<file path="src/hdl/tbl_pkg.sv">
package tbl_pkg;

  localparam int unsigned FRAC_BITS_DEFAULT = 16;

  localparam logic [15:0] CAPACITY_RESET  = 16'd100;
  localparam logic [31:0] FILL_RATE_RESET = 32'd65536;

  // Configuration register indexes
  localparam int unsigned    CFG_INDEX_W   = 1;
  localparam logic [CFG_INDEX_W-1:0] CFG_CAPACITY  = 1'b0;
  localparam logic [CFG_INDEX_W-1:0] CFG_FILL_RATE = 1'b1;

  typedef struct packed {
    logic [31:0] elapsed_ticks;
    logic [15:0] tokens_wanted;
  } req_t;

  typedef struct packed {
    logic        granted;
    logic [31:0] wait_ticks;
    logic [15:0] level_whole;
  } rsp_t;

  typedef enum logic [2:0] {
    ST_IDLE,
    ST_MUL,
    ST_REFILL,
    ST_DECIDE,
    ST_DIV,
    ST_DONE
  } state_e;

  typedef struct packed {
    logic load_in;
    logic mul;
    logic refill;
    logic decide;
    logic div_step;
    logic load_out;
  } cmd_t;

  typedef struct packed {
    logic need_div;
    logic div_last;
  } status_t;

  // Level ceiling: capacity in fixed point, saturated to 32 bits
  function automatic logic [31:0] level_limit(input logic [15:0] cap,
                                              input int unsigned frac);
    logic [63:0] wide;
    wide = 64'(cap) << frac;
    return (wide > 64'hFFFF_FFFF) ? 32'hFFFF_FFFF : wide[31:0];
  endfunction

endpackage

</file>
<file path="src/hdl/tbl_ctrl.sv">
module tbl_ctrl (
  input  logic             clk_i,
  input  logic             rst_ni,
  input  logic             in_valid_i,
  output logic             in_ready_o,
  output logic             out_valid_o,
  input  logic             out_ready_i,
  input  tbl_pkg::status_t status_i,
  output tbl_pkg::cmd_t    cmd_o
);

  tbl_pkg::state_e state_q, state_d;
  logic            out_valid_q, out_valid_d;
  logic            out_free;

  assign out_free = !out_valid_q || out_ready_i;

  always_ff @(posedge clk_i or negedge rst_ni) begin
    if (!rst_ni) begin
      state_q     <= tbl_pkg::ST_IDLE;
      out_valid_q <= 1'b0;
    end else begin
      state_q     <= state_d;
      out_valid_q <= out_valid_d;
    end
  end

  always_comb begin
    state_d = state_q;
    unique case (state_q)
      tbl_pkg::ST_IDLE:   if (in_valid_i) state_d = tbl_pkg::ST_MUL;
      tbl_pkg::ST_MUL:    state_d = tbl_pkg::ST_REFILL;
      tbl_pkg::ST_REFILL: state_d = tbl_pkg::ST_DECIDE;
      tbl_pkg::ST_DECIDE: begin
        state_d = status_i.need_div ? tbl_pkg::ST_DIV : tbl_pkg::ST_DONE;
      end
      tbl_pkg::ST_DIV:    if (status_i.div_last) state_d = tbl_pkg::ST_DONE;
      tbl_pkg::ST_DONE:   if (out_free) state_d = tbl_pkg::ST_IDLE;
      default:            state_d = tbl_pkg::ST_IDLE;
    endcase
  end

  always_comb begin
    cmd_o      = '0;
    in_ready_o = 1'b0;
    unique case (state_q)
      tbl_pkg::ST_IDLE: begin
        in_ready_o    = 1'b1;
        cmd_o.load_in = in_valid_i;
      end
      tbl_pkg::ST_MUL:    cmd_o.mul      = 1'b1;
      tbl_pkg::ST_REFILL: cmd_o.refill   = 1'b1;
      tbl_pkg::ST_DECIDE: cmd_o.decide   = 1'b1;
      tbl_pkg::ST_DIV:    cmd_o.div_step = 1'b1;
      tbl_pkg::ST_DONE:   cmd_o.load_out = out_free;
      default: ;
    endcase
  end

  always_comb begin
    out_valid_d = out_valid_q;
    if (cmd_o.load_out) begin
      out_valid_d = 1'b1;
    end else if (out_ready_i) begin
      out_valid_d = 1'b0;
    end
  end

  assign out_valid_o = out_valid_q;

endmodule

</file>
<file path="src/hdl/tbl_dp.sv">
module tbl_dp #(
  parameter int unsigned FRAC_BITS = tbl_pkg::FRAC_BITS_DEFAULT
) (
  input  logic                            clk_i,
  input  logic                            rst_ni,
  input  logic                            cfg_we_i,
  input  logic [tbl_pkg::CFG_INDEX_W-1:0] cfg_index_i,
  input  logic [31:0]                     cfg_data_i,
  input  tbl_pkg::req_t                   in_data_i,
  output tbl_pkg::rsp_t                   out_data_o,
  input  tbl_pkg::cmd_t                   cmd_i,
  output tbl_pkg::status_t                status_o
);

  localparam int unsigned NEED_W = 16 + FRAC_BITS;
  localparam int unsigned CNT_W  = $clog2(NEED_W);
  localparam logic [31:0] LEVEL_RESET =
    tbl_pkg::level_limit(tbl_pkg::CAPACITY_RESET, FRAC_BITS);

  logic [15:0]       cap_q;
  logic [31:0]       rate_q;
  logic [31:0]       level_q;
  logic [31:0]       elapsed_q;
  logic [15:0]       wanted_q;
  logic [63:0]       prod_q;
  logic [31:0]       rlvl_q, rlvl_d;
  logic [NEED_W-1:0] dvd_q;
  logic [31:0]       rem_q;
  logic [CNT_W-1:0]  cnt_q;
  logic              granted_q;
  logic              zero_rate_q;
  tbl_pkg::rsp_t     out_q;

  logic [31:0] limit;
  logic [32:0] sum;
  logic [63:0] need_wide;
  logic [63:0] short_wide;
  logic        fits;
  logic [32:0] rem_sh;
  logic [32:0] rem_sub;
  logic        qbit;
  logic [63:0] quot_wide;
  logic [31:0] wait_sat;
  logic [31:0] level_sh;

  assign limit = tbl_pkg::level_limit(cap_q, FRAC_BITS);

  // Refill: saturate the product against the ceiling before the add
  assign sum = {1'b0, level_q} + {1'b0, prod_q[31:0]};
  always_comb begin
    if (prod_q >= {32'b0, limit}) begin
      rlvl_d = limit;
    end else if (sum > {1'b0, limit}) begin
      rlvl_d = limit;
    end else begin
      rlvl_d = sum[31:0];
    end
  end

  assign need_wide  = 64'(wanted_q) << FRAC_BITS;
  assign fits       = {32'b0, rlvl_q} >= need_wide;
  assign short_wide = need_wide - {32'b0, rlvl_q};

  // One restoring-division step per cycle, quotient shifts into dvd_q
  assign rem_sh  = {rem_q, dvd_q[NEED_W-1]};
  assign qbit    = rem_sh >= {1'b0, rate_q};
  assign rem_sub = qbit ? (rem_sh - {1'b0, rate_q}) : rem_sh;

  assign quot_wide = 64'(dvd_q);
  assign wait_sat  = (quot_wide > 64'hFFFF_FFFF) ? 32'hFFFF_FFFF : quot_wide[31:0];
  assign level_sh  = level_q >> FRAC_BITS;

  assign status_o.need_div = !fits && (rate_q != 32'd0);
  assign status_o.div_last = (cnt_q == '0);

  always_ff @(posedge clk_i or negedge rst_ni) begin
    if (!rst_ni) begin
      cap_q   <= tbl_pkg::CAPACITY_RESET;
      rate_q  <= tbl_pkg::FILL_RATE_RESET;
      level_q <= LEVEL_RESET;
    end else begin
      if (cfg_we_i && cfg_index_i == tbl_pkg::CFG_CAPACITY) begin
        cap_q <= cfg_data_i[15:0];
      end
      if (cfg_we_i && cfg_index_i == tbl_pkg::CFG_FILL_RATE) begin
        rate_q <= cfg_data_i;
      end
      if (cmd_i.decide) begin
        level_q <= fits ? (rlvl_q - need_wide[31:0]) : rlvl_q;
      end
    end
  end

  always_ff @(posedge clk_i) begin
    if (cmd_i.load_in) begin
      elapsed_q <= in_data_i.elapsed_ticks;
      wanted_q  <= in_data_i.tokens_wanted;
    end
    if (cmd_i.mul) begin
      prod_q <= 64'(elapsed_q) * 64'(rate_q);
    end
    if (cmd_i.refill) begin
      rlvl_q <= rlvl_d;
    end
    if (cmd_i.decide) begin
      granted_q   <= fits;
      zero_rate_q <= (rate_q == 32'd0);
      dvd_q       <= short_wide[NEED_W-1:0];
      rem_q       <= '0;
      cnt_q       <= CNT_W'(NEED_W - 1);
    end
    if (cmd_i.div_step) begin
      rem_q <= rem_sub[31:0];
      dvd_q <= {dvd_q[NEED_W-2:0], qbit};
      cnt_q <= cnt_q - 1'b1;
    end
    if (cmd_i.load_out) begin
      out_q.granted     <= granted_q;
      out_q.wait_ticks  <= granted_q   ? 32'd0 :
                           zero_rate_q ? 32'hFFFF_FFFF : wait_sat;
      out_q.level_whole <= level_sh[15:0];
    end
  end

  assign out_data_o = out_q;

endmodule

</file>
<file path="src/hdl/token_bucket_limiter.sv">
// Single token bucket rate limiter.
//
// Request channel (in_valid_i / in_ready_o / in_data_i): one transfer per
// request, carrying the ticks since the previous request and the whole
// tokens wanted. Result channel (out_valid_o / out_ready_i / out_data_o):
// one transfer per request with the grant flag, the wait in ticks when
// refused, and the whole part of the bucket level afterwards.
// Configuration channel (cfg_valid_i / cfg_ready_o / cfg_index_i /
// cfg_data_i): index 0 writes the capacity, index 1 the fill rate. Always
// ready; write it only while no request is in flight.
//
// A request transfer is followed by the multiply, refill and decide steps;
// a request refused at a nonzero rate then runs the bit-serial restoring
// divider that computes the wait, before the result is loaded. One request
// is worked on at a time, so the next request is taken only once the
// previous result is loaded into the output register. Reset restores
// capacity 100, rate 1.0 token per tick at FRAC_BITS = 16, and a full bucket.
// The result sits in an output register; while the receiver stalls, the
// next request is accepted and computed, then held until the register frees.
module token_bucket_limiter #(
  parameter int unsigned FRAC_BITS = tbl_pkg::FRAC_BITS_DEFAULT
) (
  input  logic                            clk_i,
  input  logic                            rst_ni,
  input  logic                            cfg_valid_i,
  output logic                            cfg_ready_o,
  input  logic [tbl_pkg::CFG_INDEX_W-1:0] cfg_index_i,
  input  logic [31:0]                     cfg_data_i,
  input  logic                            in_valid_i,
  output logic                            in_ready_o,
  input  tbl_pkg::req_t                   in_data_i,
  output logic                            out_valid_o,
  input  logic                            out_ready_i,
  output tbl_pkg::rsp_t                   out_data_o
);

  tbl_pkg::cmd_t    cmd;
  tbl_pkg::status_t status;

  // Register writes always complete on the transfer, so never stall the config channel
  assign cfg_ready_o = 1'b1;

  tbl_ctrl u_ctrl (
    .clk_i       (clk_i),
    .rst_ni      (rst_ni),
    .in_valid_i  (in_valid_i),
    .in_ready_o  (in_ready_o),
    .out_valid_o (out_valid_o),
    .out_ready_i (out_ready_i),
    .status_i    (status),
    .cmd_o       (cmd)
  );

  tbl_dp #(
    .FRAC_BITS (FRAC_BITS)
  ) u_dp (
    .clk_i       (clk_i),
    .rst_ni      (rst_ni),
    .cfg_we_i    (cfg_valid_i),
    .cfg_index_i (cfg_index_i),
    .cfg_data_i  (cfg_data_i),
    .in_data_i   (in_data_i),
    .out_data_o  (out_data_o),
    .cmd_i       (cmd),
    .status_o    (status)
  );

  // A request transfer starts work; no second request until it finishes
  a_one_in_flight: assert property (@(posedge clk_i) disable iff (!rst_ni)
    in_valid_i && in_ready_o |=> !in_ready_o)
    else $error("request accepted while another is in flight");

  // A granted result never reports a wait
  a_grant_no_wait: assert property (@(posedge clk_i) disable iff (!rst_ni)
    out_valid_o && out_data_o.granted |-> out_data_o.wait_ticks == 32'd0)
    else $error("granted result with nonzero wait");

  // A new result appears only after the datapath went through its steps
  a_result_after_work: assert property (@(posedge clk_i) disable iff (!rst_ni)
    $rose(out_valid_o) |-> !$past(in_ready_o))
    else $error("result raised straight from idle");

endmodule

</file>
<file path="config.mk">
export PLATFORM = sky130hd
export DESIGN_NAME = token_bucket_limiter
export DESIGN_NICKNAME = d
export VERILOG_FILES = /design/src/hdl/tbl_pkg.sv /design/src/hdl/tbl_ctrl.sv /design/src/hdl/tbl_dp.sv /design/src/hdl/token_bucket_limiter.sv
export SDC_FILE = /design/constraint.sdc
export NUM_CORES = 2
export LEC_CHECK = 0
export BUFFER_PORTS_ARGS = -buffer_cell sky130_fd_sc_hd__buf_2
export CAP_MARGIN = 15
export CORE_ASPECT_RATIO = 0.9
export CORE_MARGIN = 4
export CORE_UTILIZATION = 35
export DETAILED_ROUTE_END_ITERATION = 12
export GPL_ROUTABILITY_DRIVEN = 0
export GPL_TIMING_DRIVEN = 0
export HOLD_SLACK_MARGIN = 0.15
export PLACE_DENSITY = 0.6
export SETUP_SLACK_MARGIN = 0.15
export SLEW_MARGIN = 5
export SYNTH_ARGS = -nofsm -noshare
export SYNTH_HDL_FRONTEND = slang
export SYNTH_SLANG_ARGS = --single-unit
</file>
<file path="constraint.sdc">
create_clock -name clk_i -period 10.8 [get_ports clk_i]
set_input_delay 1.62 -clock clk_i [delete_from_list [all_inputs] [get_ports clk_i]]
set_output_delay 1.62 -clock clk_i [all_outputs]
set_load 0.01 [all_outputs]
</file>
==> impl_metrics.tcl <==
set metrics [dict create \
    cts-root-buf "clkbuf_16" \
    post_cts_resize_count 0 \
    layout-drive-gt1-share_pct 5.82 \
    cts_hold_buffers 0 \
    fillCellCount 14500 \
    setup_slack_ns 0.822 \
    area_delta_synth_final_pct 9.28 \
    stdcell_area_um2 56900 \
    path_max_fanout 10 \
    route.detailed.drc 0 \
    pin_count 138 \
    synthCells 5373 \
    dpl-instance-area_um2 55400 \
    maxUsedRoutingLayer "met5" \
    antenna_left 0 \
    grt_max_degree 53 \
    r2r-end "u_dp.prod_q[58]" \
    drv_cap 0 \
    htreeDepth 2 \
    wl_met2_um 79200 \
    worstPathRequired_ns 11.17 \
    yosys_warnings 0 \
    antenna_found_initial 24 \
    postCtsSetupRepairBufs 0 \
    place_ws_ns 1.13 \
    avgSynthCellArea_um2 9.69 \
    gr-total-overflow 0 \
    die_area_um2 155000 \
    clkSinkCount 348 \
    grt_pass1_vias 40600 \
    crit_path_end_kind "register" \
    r2r_start "u_dp.rate_q[25]" \
    rows 133 \
    vias_per_cell 5.26 \
    startpoint_type "register" \
    port-buffer-count 136 \
    met1_length_um 73300 \
    synth-async-reset-ratio_pct 24.1 \
    wl_per_cell_um 24.4 \
    final_common_cell "inv_1" \
    setup_viol 0 \
    arrival_ns 10.35 \
    numCtsBuffers 42 \
    grt_pass1_wl_um 270000 \
    drt_iter0_markers 4134 \
    outcome "finished, final reports clean" \
    hold_depth 2 \
    reg2reg_slack_ns 0.82 \
    fin_skew_ns 0.0512 \
    synth_flop_cell "edfxtp_1" \
    ys_seq_area_share_pct 19.3 \
    min_period_ns 9.98 \
    final_max_slew_viol_count 0 \
    die_w_um 414 \
    drt_first_pass_iters 5 \
    slew_headroom_pct 11.8 \
    mostFrequentLayoutCells "965 x inv_1, 899 x fa_1, 629 x nand2_1" \
    max_freq_mhz 100 \
    clk_pin_slew_worst_paths_ns 0.06 \
    cts_tree "done" \
    worstHoldEndpoint "u_dp.level_q[2]" \
    syn-num-nets 6750 \
    met3_wirelength_um 20400 \
    worst-setup-path-type "register to register" \
    worst_slew_pin_slew_ns 1.32 \
    grtUsageTotal_pct 23.6 \
    synth_edf_count 264 \
    ys_ff_latch 348 \
    ys_types 93 \
    dpl.hpwl_um 149000 \
    hold_path.startpoint "u_dp.level_q[2]" \
    synth_area_um2 52000 \
    nNetsFinal 6943 \
    rsz0062_at_grt "no" \
    final.period_utilization_pct 92.4 \
    tns_ns 0 \
    start_util_pct 35.4 \
    core_um2 147000 \
    vias 39800 \
    clockBufferDepth 3 \
    hp-class "register to register" \
    drt_wl_total_um 185000 \
    die_y_um 374 \
    clk_latency_ns 0.65 \
    hold_viol_final 0 \
    reg2regPathDepth 23 \
]
==> cell type report <==
type                            count  area, um2  area share [%]
Multi-Input combinational cell   3777      37300            65.5
Sequential cell                   348      10000            17.7
Inverter                          965       3620            6.37
Tap cell                         1957       2450            4.31
Clock buffer                       54       1140            2.00
Buffer                            283       1120            1.97
Timing Repair Buffer              149        872            1.53
Clock inverter                     24        314           0.552
Antenna cell                       15       37.5          0.0660
==> Yosys cell counts, drive strengths merged (25+ instances only) <==
master,instances,area (um2)
a211oi,25,208
a21o,78,586
a21oi,173,873
and2,626,3920
clkbuf,268,1010
dfrtp,77,1930
edfxtp,264,7930
fa,899,18000
ha,392,4900
inv,965,3620
mux2,50,563
mux2i,29,290
nand2,630,2360
nand3,30,155
nand4,28,175
nor2,191,719
nor2b,38,238
nor3,34,175
nor4,27,175
o21ai,139,699
o21bai,25,188
xnor2,102,893
xor2,54,473
==> cells by family after synthesis <==
logic type                 share of synthesized area, %
DFF                                                19.3
adders and majority gates                          44.0
and+or+nand+nor                                    16.3
muxes                                              1.64
xor gates and xnor gates                           2.63
other                                           0.00721
buffers and inverters                              9.11
AOI/OAI and AO/OA                                  6.97
==> critical path, stage by stage (launching register included) <==
cell and delay, ns:
dfrtp_1 0.32, clkbuf_1 0.94, clkbuf_1 1.02, nand2_1 0.16, fa_1 0.54, inv_1 0.06, fa_1 0.48, fa_1 0.52
fa_1 0.58, fa_1 0.47, fa_1 0.52, fa_1 0.43, fa_1 0.56, ha_1 0.44, a21o_1 0.20, a21o_1 0.17
a21oi_1 0.20, o21ai_0 0.14, nor2_1 0.17, o211ai_1 0.35, a21oi_1 0.59, o21ai_0 0.23, a2111oi_0 0.47, nor3_1 0.13
==> per-stage QoR <==
step                      utilization [%]  hold WS, ns  std cells
after floorplan                         -        0.447       5373
after global placement               37.5        0.466       7466
after detailed placement             37.7        0.480       7477
after CTS                            38.7        0.497       7555
after global routing                 38.7        0.525       7558
final                                38.7        0.494       7572
==> how the worst max path moves through the flow <==
stage / from / endpoint / slack, ns
2_1_floorplan: u_dp.rate_q[8] / u_dp.prod_q[61] / 3.37
5_1_grt: u_dp.rate_q[10] / u_dp.prod_q[58] / 0.72
3_5_place_dp: u_dp.rate_q[25] / u_dp.prod_q[58] / 1.13
4_1_cts: u_dp.rate_q[25] / u_dp.prod_q[58] / 1.10
3_3_place_gp: u_dp.rate_q[25] / u_dp.prod_q[58] / 1.14
6_report: u_dp.rate_q[25] / u_dp.prod_q[58] / 0.82
==> metal layers <==
layer | up-vias | track usage, %
li1 | 17100 | -
met3 | 492 | 6.52
met2 | 2136 | 35.5
met4 | 2 | 12.2
met1 | 20100 | 31.1
met5 | - | 0
==> sequential cells by signal, indices dropped and copies added (netlist names), 3 cells and up <==
signal	count
u_dp.cap_q	16
u_dp.elapsed_q	32
u_dp.wanted_q	16
u_dp.rlvl_q	32
u_dp.cnt_q	5
u_dp.level_q	32
u_ctrl.state_q	3
u_dp.prod_q	64
u_dp.rate_q	32
u_dp.rem_q	32
u_dp.dvd_q	32
u_dp.out_data_o	49
Power is not shown: default switching activity piles up to over one toggle a cycle in this logic, so the estimate is an artifact.
